## config.mk

```make
export PLATFORM = sky130hd
export DESIGN_NAME = gf256_arithmetic_unit_top
export DESIGN_NICKNAME = d
export VERILOG_FILES = /design/src/hw/rtl/gfau_pkg.sv /design/src/hw/rtl/gf256_arithmetic_unit_top.sv /design/src/hw/rtl/gfau_cell.sv
export SDC_FILE = /design/constraint.sdc
export NUM_CORES = 1
export LEC_CHECK = 0
export ABC_AREA = 1
export BUFFER_PORTS_ARGS = -buffer_cell sky130_fd_sc_hd__buf_2
export CAP_MARGIN = 30
export CORE_ASPECT_RATIO = 1.4
export CORE_MARGIN = 4
export CORE_UTILIZATION = 65
export DETAILED_ROUTE_END_ITERATION = 16
export PLACE_DENSITY = 0.8
export SYNTH_ARGS = -nofsm -noshare
export SYNTH_HDL_FRONTEND = slang
export SYNTH_SLANG_ARGS = --single-unit
```

## constraint.sdc

```tcl
create_clock -name clk -period 4.86 [get_ports clk]
set_clock_uncertainty 0.15 [all_clocks]
set_input_delay 0.243 -clock clk [delete_from_list [all_inputs] [get_ports clk]]
set_output_delay 0.243 -clock clk [all_outputs]
set_load 0.05 [all_outputs]
```

## src/hw/rtl/gfau_pkg.sv

```systemverilog
// shared types, constants and field arithmetic for the gf(2^8) arithmetic unit
package gfau_pkg;

    localparam logic [7:0] GF_REDUCE = 8'h1D;
    localparam int unsigned CHAIN_LEN = 7;

    localparam logic [1:0] KIND_MUL = 2'd0;
    localparam logic [1:0] KIND_DIV = 2'd1;
    localparam logic [1:0] KIND_INV = 2'd2;

    // one word travelling down the power chain
    typedef struct packed {
        logic       en;
        logic [7:0] acc;
        logic [7:0] base;
        logic [7:0] mul;
    } gfau_word_t;

    // carry-less multiply reduced modulo x^8+x^4+x^3+x^2+1
    function automatic logic [7:0] gf_mul(input logic [7:0] x, input logic [7:0] y);
        logic [7:0] acc;
        acc = 8'h00;
        for (int i = 7; i >= 0; i--)
        begin
            acc = {acc[6:0], 1'b0} ^ (acc[7] ? GF_REDUCE : 8'h00);
            if (x[i])
            begin
                acc = acc ^ y;
            end
        end
        return acc;
    endfunction

    function automatic logic [7:0] gf_sq(input logic [7:0] x);
        return gf_mul(x, x);
    endfunction

endpackage

```

## src/hw/rtl/gf256_arithmetic_unit_top.sv

```systemverilog
// gf(2^8) multiply, divide and inverse unit built as a chain of power cells
// stages: 7 power cells and one output stage, each holding its word in a register
// throughput: one word per cycle while rsp_stall is low; each cell passes its word on whenever the next one is free
// the inverse is b^254 or a^254 formed by square-and-multiply, one exponent bit per cell
// reset: rst_n asynchronous active low empties all cells and the output register
module gf256_arithmetic_unit_top
(
    input  logic       clk,
    input  logic       rst_n,
    input  logic       req_valid,
    output logic       req_stall,
    input  logic [1:0] kind,
    input  logic [7:0] a,
    input  logic [7:0] b,
    output logic       rsp_valid,
    input  logic       rsp_stall,
    output logic [7:0] result
);
    import gfau_pkg::*;

    logic       valid_chain [CHAIN_LEN+1];
    logic       ready_chain [CHAIN_LEN+1];
    gfau_word_t word_chain  [CHAIN_LEN+1];
    gfau_word_t entry_word;

    logic       rsp_valid_reg;
    logic [7:0] result_reg;
    logic       out_ready;

    // entry word: base is the square of the element to raise to 254, mul the final factor (multiply: en off, acc = b)
    always_comb
    begin
        entry_word.en   = 1'b1;
        entry_word.acc  = 8'h01;
        entry_word.base = gf_sq(b);
        entry_word.mul  = a;
        case (kind)
            KIND_MUL:
            begin
                entry_word.en  = 1'b0;
                entry_word.acc = b;
            end
            KIND_DIV:
            begin
                entry_word.mul = a;
            end
            KIND_INV:
            begin
                entry_word.base = gf_sq(a);
                entry_word.mul  = 8'h01;
            end
            default:
            begin
                entry_word.mul = 8'h00;
            end
        endcase
    end

    assign word_chain[0]  = entry_word;
    assign valid_chain[0] = req_valid;
    assign req_stall      = !ready_chain[0];

    for (genvar i = 0; i < CHAIN_LEN; i++)
    begin : g_cell
        gfau_cell u_cell
        (
            .clk      (clk),
            .rst_n    (rst_n),
            .up_valid (valid_chain[i]),
            .up_word  (word_chain[i]),
            .up_ready (ready_chain[i]),
            .dn_valid (valid_chain[i+1]),
            .dn_word  (word_chain[i+1]),
            .dn_ready (ready_chain[i+1])
        );
    end

    assign out_ready              = !rsp_valid_reg || !rsp_stall;
    assign ready_chain[CHAIN_LEN] = out_ready;

    always_ff @(posedge clk or negedge rst_n)
    begin
        if (!rst_n)
        begin
            rsp_valid_reg <= 1'b0;
        end
        else if (out_ready)
        begin
            rsp_valid_reg <= valid_chain[CHAIN_LEN];
        end
    end

    always_ff @(posedge clk)
    begin
        if (out_ready && valid_chain[CHAIN_LEN])
        begin
            result_reg <= gf_mul(word_chain[CHAIN_LEN].acc, word_chain[CHAIN_LEN].mul);
        end
    end

    assign rsp_valid = rsp_valid_reg;
    assign result    = result_reg;

endmodule

```

## src/hw/rtl/gfau_cell.sv

```systemverilog
// one cell of the power chain: multiplies the base into the accumulator when en is set and squares the base
module gfau_cell
(
    input  logic                clk,
    input  logic                rst_n,
    input  logic                up_valid,
    input  gfau_pkg::gfau_word_t up_word,
    output logic                up_ready,
    output logic                dn_valid,
    output gfau_pkg::gfau_word_t dn_word,
    input  logic                dn_ready
);
    import gfau_pkg::*;

    logic       valid_reg;
    gfau_word_t word_reg;
    gfau_word_t word_next;
    logic       load;

    assign up_ready = !valid_reg || dn_ready;
    assign load     = up_valid && up_ready;
    assign dn_valid = valid_reg;
    assign dn_word  = word_reg;

    always_comb
    begin
        word_next      = up_word;
        word_next.acc  = up_word.en ? gf_mul(up_word.acc, up_word.base) : up_word.acc;
        word_next.base = gf_sq(up_word.base);
    end

    always_ff @(posedge clk or negedge rst_n)
    begin
        if (!rst_n)
        begin
            valid_reg <= 1'b0;
        end
        else if (load)
        begin
            valid_reg <= 1'b1;
        end
        else if (dn_ready)
        begin
            valid_reg <= 1'b0;
        end
    end

    always_ff @(posedge clk)
    begin
        if (load)
        begin
            word_reg <= word_next;
        end
    end

    a_hold_when_blocked: assert property (@(posedge clk) disable iff (!rst_n)
        valid_reg && !dn_ready |=> valid_reg && $stable(word_reg))
        else $error("cell word changed while blocked");

    a_empty_takes_word: assert property (@(posedge clk) disable iff (!rst_n)
        !valid_reg |-> up_ready)
        else $error("empty cell refused a word");

    a_zero_base_kills_acc: assert property (@(posedge clk) disable iff (!rst_n)
        load && up_word.en && up_word.base == 8'h00 |=> word_reg.acc == 8'h00)
        else $error("zero base left a nonzero accumulator");

endmodule
```

==> results of run 1 <==
[cell usage after synthesis (6+ instances only)]
library cell    n  area [um^2]
a21oi_1        21          105
buf_2          41          205
buf_4           7         52.6
clkbuf_1       80          300
dfrtp_1         8          200
edfxtp_1      174         5230
ha_1            9          113
inv_1         138          518
nand2_1       740         2780
nand2_2         6         37.5
nand3_1        72          360
nor2_1         57          214
o21ai_0        51          255
o21ai_1         6         30.0
or2_2          10         62.6
xnor2_1       290         2540
xnor2_2         7          114
xor2_1        298         2610
xor2_2          7          114
[layout by cell type (no fill, tap or decap), types with 7 or more instances in the layout]
cell / count
nand3_1: 72
ha_1: 9
buf_2: 31
nand2_1: 740
a21oi_1: 21
or2_2: 10
xnor2_1: 290
xnor2_2: 7
inv_1: 138
o21ai_0: 51
xor2_2: 7
dfrtp_1: 8
nor2_1: 53
xor2_1: 298
clkbuf_16: 17
edfxtp_1: 174
[timing repair]
item | CTS | global route
hold buffers | 3 | 0
setup buffers | 0 | 0
endpoints found under the hold margin | 10 | 0
[critical path: stages, from the launching register on]
cell and delay [ns]:
edfxtp_1 0.76, nand2_1 0.20, xnor2_2 0.35, xor2_1 0.22
xor2_1 0.27, xor2_1 0.20, xor2_1 0.25, xor2_1 0.11
or2_2 0.28, nand3_1 0.07, nand2_1 0.05
[area by class of cell]
cell class	instances	area, um^2
Inverter	143	539
Clock inverter	14	168
Fill cell	1962	7790
Tap cell	315	394
Multi-Input combinational cell	1611	9700
Timing Repair Buffer	39	223
Sequential cell	182	5430
Clock buffer	18	429
[path summary, 6_finish.rpt]
path                                                         from                                endpoint  cells after the start
setup / recovery           g_cell[1].u_cell.dn_word[15]$_DFFE_PP_  g_cell[2].u_cell.dn_word[19]$_DFFE_PP_                     10
hold reg to reg             g_cell[2].u_cell.dn_word[3]$_DFFE_PP_   g_cell[3].u_cell.dn_word[3]$_DFFE_PP_                      0
min in group clk                                             a[2]   g_cell[0].u_cell.dn_word[2]$_DFFE_PP_                      3
hold / removal                                              rst_n   g_cell[0].u_cell.dn_valid$_DFFE_PN0P_                      2
max in group asynchronous                                   rst_n   g_cell[3].u_cell.dn_valid$_DFFE_PN0P_                      2
setup reg to reg           g_cell[1].u_cell.dn_word[15]$_DFFE_PP_  g_cell[2].u_cell.dn_word[19]$_DFFE_PP_                     10
[metrics by stage]
stage / hold WS (ns) / setup WS, ns / instance area (um^2)
final: 0.0525 / 1.72 / 16900
after global routing: 0.0448 / 1.50 / 16900
after CTS: 0.0164 / 1.74 / 16900
after detailed placement: -0.0608 / 1.56 / 16300
after global placement: -0.0626 / 1.63 / 16300
after floorplan: -0.203 / 1.38 / 16300
[metal layers]
metal / vias to the layer above / wire length (um) / share of wire / track usage
li1: 6192 / - / - / -
met1: 6041 / 12900 / 0.37 / 0.270
met2: 376 / 19300 / 0.55 / 0.495
met3: 123 / 1430 / 0.041 / 0.0309
met4: 0 / 1460 / 0.042 / 0.129
met5: - / 0 / 0 / 0
[cells by family after synthesis]
family                   after synthesis  synth area share
AND/OR/NAND/NOR                      906             0.223
adder cells (fa/ha/maj)                9           0.00692
flip-flops                           182             0.334
AO/OA/AOI/OAI                         91            0.0302
XOR/XNOR                             605             0.335
buffers and inverters                279            0.0707
==> run_results.csv, run 1 <==
group,metric,value,unit
run_status,status,"completed",
synthesis,ys.flop_type,"edfxtp_1",
placement,dp_hpwl,26.4,mm
clocking,clock_latency,0.43,ns
synthesis,synth_nets,2103,
detailed_routing,vias,12700,
placement,io_buffers,31,
timing,finalHoldViolCount,0,
setup_path,critPathCaptureType,"register",
die,rows,68,
detailed_routing,drc_errors,0,
detailed_routing,vias_per_cell,5.48,
clocking,clkTransAtPathRegs,0.07,ns
setup_path,crit_arrival,3.18,ns
hold_path,holdCritPathClass,"in2async",
clocking,cts_buffers,17,
job,drv_cap,0,
timing,max_freq,0.318,GHz
placement,place_congestion,0.942,
setup_path,path_class,"reg2reg",
clocking,cts-root-buf,"clkbuf_16",
grt,grt_usage,0.258,
timing,setup_viol,0,
synthesis,synthCells,2072,
detailed_routing,post_drt_wl_per_cell,15.1,um
detailed_routing,routed_wl,35.1,mm
grt,grt_pass1_wl,59.0,mm
timing,period_minus_slack,3.14,ns
final_layout,fin_util,0.684,
setup_path,startpoint_type,"register",
timing,relSlewSlack,0.327,
final_layout,largest_reg_flops,166,
clocking,cts_tree,"done",
timing,setup_tns,0,ns
final_layout,drive_above_1_share,0.0568,
synthesis,synth_area,0.0163,mm^2
synthesis,synth-edff-count,174,
detailed_routing,ant_nets,0,
grt,grt_overflow,0,
die,start_util,0.659,
die,core_area,0.0247,mm^2
grt,grt_max_degree,26,
placement,dp.cells,2287,
die,die_w,142,um
timing,finalCritPeriodShare,0.646,
timing,tightestPinTransition,1.01,ns
die,dieArea,0.0277,mm^2
grt,grt_pass1_vias,12900,
timing,final_max_slew_viol_count,0,
setup_path,cp_data_required_time,4.90,ns
detailed_routing,first_pass_iters,7,
synthesis,synth_cell_types,41,
synthesis,syn_area_per_cell,7.85,um^2
setup_path,rrSetupSlack,1.72,ns
final_layout,synthToLayoutAreaGrowth,3.77,%
synthesis,ys_seq_elements,182,
final_layout,fin_nets,2025,
final_layout,diodes,0,
clocking,clockBufferDepth,2,
grt,antenna_found_initial,0,
setup_path,critical_path.max_fanout,17,
synthesis,ys_warn_count,0,
clocking,cts_sinks,182,
final_layout,layoutNonFillerInstCount,2322,
die,ios,32,
detailed_routing,drt-initial-drc-count,736,
die,fp.dieH,195,um
clocking,htreeDepth,4,
timing,rsz0062_at_grt,"no",
synthesis,ys_seq_area_frac,0.334,
synthesis,synthArstFlopShare,0.0440,
clocking,cts_resized,0,
Power of run 1 is not shown: default switching activity piles up to over one toggle a cycle in this logic, so the estimate is an artifact.
==> run 2, diff against run 1 <==
==> constraint.sdc (replaced) <==
create_clock -name clk -period 2.9 [get_ports clk]
set_clock_uncertainty 0.15 [all_clocks]
set_input_delay 0.145 -clock clk [delete_from_list [all_inputs] [get_ports clk]]
set_output_delay 0.145 -clock clk [all_outputs]
set_load 0.05 [all_outputs]
==> run 2 against run 1 <==
  * Clock-buffer cell count shrank 1
  * Non-clock buffer count grew 114
  * Critical endpoint unchanged
  * Routed wire length grew 4.1%
  * Final area grew 5.2%
  * Cell count grew 4.8%
==> run_results.csv, run 2 (same netlist as run 1, synthesis figures left out) <==
group,metric,value,unit
run_status,status,"completed",
clocking,cts_buffers,17,
setup_path,rrSetupSlack,0.16,ns
final_layout,final_common_cell,"nand2_1",
die,start_util,0.659,
detailed_routing,post_drt_wl_per_cell,15.0,um
clocking,clockBufferDepth,2,
final_layout,final_cell_mix,"737 x nand2_1, 298 x xor2_1, 290 x xnor2_1, 174 x edfxtp_1, 138 x inv_1",
placement,dpl_cell_area,0.0170,mm^2
detailed_routing,first_pass_iters,6,
clocking,htreeDepth,4,
die,core_area,0.0247,mm^2
clocking,clock_latency,0.45,ns
detailed_routing,vias_per_cell,5.38,
detailed_routing,ant_nets,0,
setup_path,crit_arrival,2.80,ns
grt,grt_max_degree,26,
detailed_routing,vias,13100,
die,ios,32,
timing,final_max_slew_viol_count,0,
timing,fin_ws,0.155,ns
setup_path,critPathMaxStageDelay,0.55,ns
placement,io_buffers,31,
placement,place_congestion,0.933,
placement,pre_cts_ws,-0.0108,ns
detailed_routing,routed_wl,36.5,mm
job,drv_cap,0,
setup_path,path_class,"reg2reg",
placement,dp_hpwl,27.4,mm
final_layout,layoutNonFillerInstCount,2434,
grt,grt_pass1_vias,13100,
clocking,cts_tree,"done",
grt,grt_overflow,0,
placement,dp.cells,2380,
clocking,cts_sinks,182,
hold_path,holdCritPathClass,"in2reg",
setup_path,startpoint_type,"register",
die,dieArea,0.0277,mm^2
timing,tightestPinTransition,0.966,ns
grt,grt_usage,0.266,
setup_path,cp_cell_sequence,"nand2_1 -> xnor2_1 -> xor2_1 -> xor2_1 -> xor2_1 -> xor2_1 -> xor2_1 -> or2_2 -> nand3_1 -> nand2_1",
die,fp.dieH,195,um
grt,antenna_found_initial,0,
grt,grt_pass1_wl,60.7,mm
setup_path,worst-path-buf-inv,0,
setup_path,critical_path.max_fanout,8,
setup_path,critPathCaptureType,"register",
die,rows,68,
setup_path,crit_family,"XOR/XNOR gates",
setup_path,cp_data_required_time,2.95,ns
final_layout,largest_reg_flops,166,
final_layout,diodes,0,
timing,max_freq,0.364,GHz
final_layout,fin_nets,2139,
clocking,clkTransAtPathRegs,0.08,ns
timing,setup_viol,0,
clocking,cts-root-buf,"clkbuf_16",
timing,finalHoldViolCount,0,
timing,finalCritPeriodShare,0.947,
die,die_w,142,um
setup_path,critPathSlowestCell,"edfxtp_1",
setup_path,path_common_cell,"xor2_1",
final_layout,drive_above_1_share,0.109,
detailed_routing,drt-initial-drc-count,940,
detailed_routing,drc_errors,0,
timing,period_minus_slack,2.74,ns
timing,relSlewSlack,0.356,
final_layout,final_area,0.0178,mm^2
final_layout,synthToLayoutAreaGrowth,9.19,%
-- run 2: tightest hold or removal path: stages --
cell and delay, ns:
buf_2 0.15, inv_2 0.10, nor2_1 0.12
-- run 2: per-stage QoR --
step,util,hold WS (ns),TNS (ns)
final,0.720,0.0408,0
after global routing,0.720,0.0481,-0.0401
after CTS,0.714,0.0206,0
after detailed placement,0.687,-0.159,-0.0108
after global placement,0.687,-0.159,0
after floorplan,-,-0.301,0
-- run 2: cell type report --
type | count | area [um^2]
multi-input combinational | 1611 | 9720
fill | 1779 | 6910
sequential | 182 | 5430
timing repair buffer | 153 | 1090
inverter | 143 | 539
clock buffer | 17 | 425
tap | 315 | 394
clock inverter | 13 | 160
-- run 2: final timing paths --
check                                                             from                                     end  cells after the start
worst min-delay path                                              a[7]   g_cell[0].u_cell.dn_word[7]$_DFFE_PP_                      3
worst max register to register  g_cell[1].u_cell.dn_word[23]$_DFFE_PP_  g_cell[2].u_cell.dn_word[19]$_DFFE_PP_                     10
worst min register to register   g_cell[5].u_cell.dn_word[3]$_DFFE_PP_   g_cell[6].u_cell.dn_word[3]$_DFFE_PP_                      0
min in group asynchronous                                        rst_n   g_cell[0].u_cell.dn_valid$_DFFE_PN0P_                      3
worst max-delay path            g_cell[1].u_cell.dn_word[23]$_DFFE_PP_  g_cell[2].u_cell.dn_word[19]$_DFFE_PP_                     10
max in group asynchronous                                        rst_n   g_cell[3].u_cell.dn_valid$_DFFE_PN0P_                      3
-- run 2: routing by layer --
layer | wire length, um | GRT usage | vias to the layer above
met4 | 1380 | 0.131 | 0
met1 | 13700 | 0.287 | 6182
met2 | 20000 | 0.502 | 384
li1 | - | - | 6416
met3 | 1460 | 0.0341 | 119
met5 | 0 | 0 | -
-- run 2: timing repair --
item | 4_1_cts | 5_1_grt
buffers inserted | 0 | 16
gates resized for setup | 0 | 9
setup endpoints to repair | 0 | 13
endpoints found under the hold margin | 15 | 0
hold buffers | 8 | 0
Power of run 2 is left out for the same reason.
==> run 3, diff against run 2 <==
--- a/config.mk
+++ b/config.mk
@@ -13,6 +13,7 @@
 export CORE_UTILIZATION = 65
 export DETAILED_ROUTE_END_ITERATION = 16
 export PLACE_DENSITY = 0.8
+export REMOVE_ABC_BUFFERS = 1
 export SYNTH_ARGS = -nofsm -noshare
 export SYNTH_HDL_FRONTEND = slang
 export SYNTH_SLANG_ARGS = --single-unit
==> constraint.sdc (replaced) <==
create_clock -name clk -period 2.9 [get_ports clk]
set_clock_uncertainty 0.15 [all_clocks]
set_input_delay 0.58 -clock clk [delete_from_list [all_inputs] [get_ports clk]]
set_output_delay 0.58 -clock clk [all_outputs]
set_load 0.05 [all_outputs]
==> run 3 against run 2 <==
  * The run now ends with setup timing left
  * Clock-buffer cell count up 1
  * Via count up 5.2%
  * Global-route usage up 2.3 points
  * Critical path type unchanged
  * Largest cell class unchanged
  * Highest routed layer unchanged
==> run_results.csv, run 3 (same netlist as run 1, synthesis figures left out) <==
group,metric,value,unit
setup_path,startpoint_type,"register",
detailed_routing,post_drt_wl_per_cell,16.1,um
final_layout,fin_nets,2211,
setup_path,crit_arrival,2.94,ns
setup_path,cp_data_required_time,2.92,ns
die,fp.dieH,195,um
setup_path,cp-startpoint,"g_cell[1].u_cell.dn_word[13]$_DFFE_PP_",
placement,dpl_cell_area,0.0174,mm^2
timing,tightestPinTransition,1.01,ns
placement,dp_hpwl,29.5,mm
final_layout,drive_above_1_share,0.152,
final_layout,synthToLayoutAreaGrowth,13.5,%
timing,max_freq,0.343,GHz
setup_path,regToRegStartpoint,"g_cell[1].u_cell.dn_word[13]$_DFFE_PP_",
die,die_w,142,um
clocking,clockBufferDepth,2,
detailed_routing,first_pass_iters,6,
hold_path,holdCritPathClass,"in2reg",
grt,grt_max_degree,26,
die,core_area,0.0247,mm^2
detailed_routing,drc_errors,0,
final_layout,diodes,0,
die,ios,32,
die,rows,68,
run_status,status,"complete, but fails checks",
final_layout,multi_input_area,0.00983,mm^2
die,dieArea,0.0277,mm^2
job,drv_cap,0,
die,start_util,0.659,
final_layout,final_area,0.0185,mm^2
clocking,cts_buffers,17,
placement,io_buffers,31,
clocking,cts_tree,"done",
detailed_routing,ant_nets,0,
timing,rsz0062_at_grt,"yes",
clocking,htreeDepth,4,
setup_path,critPathCaptureType,"register",
timing,fin_ws,-0.0167,ns
grt,grt_pass1_vias,14100,
grt,antenna_found_initial,0,
grt,grt_pass1_wl,65.5,mm
final_layout,largest_reg_flops,166,
run_status,violations,"setup timing",
final_layout,final_cell_mix,"732 x nand2_1, 293 x xor2_1, 286 x xnor2_1, 189 x buf_4, 174 x edfxtp_1",
setup_path,critical_path.max_fanout,7,
detailed_routing,drt-initial-drc-count,916,
timing,finalHoldViolCount,0,
timing,relSlewSlack,0.329,
clocking,cts_sinks,182,
clocking,cts-root-buf,"clkbuf_16",
detailed_routing,vias,13800,
placement,place_congestion,0.947,
timing,period_minus_slack,2.92,ns
grt,grt_usage,0.289,
timing,finalCritPeriodShare,1.01,
clocking,clkTransAtPathRegs,0.07,ns
hold_path,hold_start,"rsp_stall",
final_layout,fillers,1675,
final_layout,final_common_cell,"nand2_1",
detailed_routing,vias_per_cell,5.50,
final_layout,final-seq-area,0.00543,mm^2
clocking,clock_latency,0.45,ns
timing,setup_viol,1,
timing,final_max_slew_viol_count,0,
setup_path,path_class,"reg2reg",
grt,grt_overflow,0,
detailed_routing,routed_wl,40.4,mm
-- run 3: changes by cell type in the layout (fill, tap and decap cells not counted), moves of 5 or more --
cell,delta
buf_4,+74
dlygate4sd3_1,-7
nand2_1,-5
nand2_2,+5
xor2_1,-5
xor2_2,+5
-- run 3: final cells by class --
| cell class | instances | area share |
|---|---|---|
| clock buffer | 18 | 0.0232 |
| clock inverter | 14 | 0.0110 |
| inverter | 143 | 0.0292 |
| multi-input combinational | 1611 | 0.533 |
| sequential | 182 | 0.294 |
| tap | 315 | 0.0213 |
| timing repair buffer | 225 | 0.0887 |
-- run 3: critical path, stage by stage, from the launching register on --
cell and delay, ns:
edfxtp_1 0.50, buf_4 0.22, nand2_1 0.08, xnor2_1 0.17, xnor2_2 0.38, xor2_1 0.36, xor2_1 0.27, xnor2_1 0.19
xor2_1 0.20, o21ai_0 0.12
-- run 3: per-stage QoR --
step	utilization	setup WS, ns	TNS, ns	std cells	hold WS, ns
2_1_floorplan	-	-0.585	-15.27	1936	0.134
3_3_place_gp	0.704	-0.229	-1.23	2435	0.251
3_5_place_dp	0.704	-0.339	-2.08	2435	0.255
4_1_cts	0.734	-0.0209	-0.0209	2479	0.210
5_1_grt	0.748	-0.131	-0.512	2508	0.219
6_report	0.748	-0.0167	-0.0167	2508	0.216
-- run 3: routing by layer --
| metal | share of wire | GRT usage |
|---|---|---|
| met5 | 0 | 0 |
| met4 | 0.061 | 0.175 |
| met3 | 0.042 | 0.0404 |
| met2 | 0.56 | 0.560 |
| met1 | 0.34 | 0.282 |
-- run 3: timing repair --
| item | CTS | global route |
|---|---|---|
| endpoints found under the setup margin | 3 | 44 |
| hold buffers | 1 | 0 |
| setup buffers | 11 | 29 |
| pin swaps | 3 | 17 |
| endpoints found under the hold margin | 8 | 0 |
| resized for setup | 9 | 30 |
-- run 3: final timing paths --
check                                                         end  slack (ns)  cells past startpoint
max in group asynchronous   g_cell[2].u_cell.dn_valid$_DFFE_PN0P_        2.03                      2
setup reg to reg           g_cell[2].u_cell.dn_word[22]$_DFFE_PP_       -0.02                      9
hold reg to reg             g_cell[5].u_cell.dn_word[2]$_DFFE_PP_        0.27                      0
hold / removal                              rsp_valid$_DFFE_PN0P_        0.22                      3
min in group asynchronous   g_cell[4].u_cell.dn_valid$_DFFE_PN0P_        0.40                      2
setup / recovery           g_cell[2].u_cell.dn_word[22]$_DFFE_PP_       -0.02                      9
Power of run 3 is left out for the same reason.
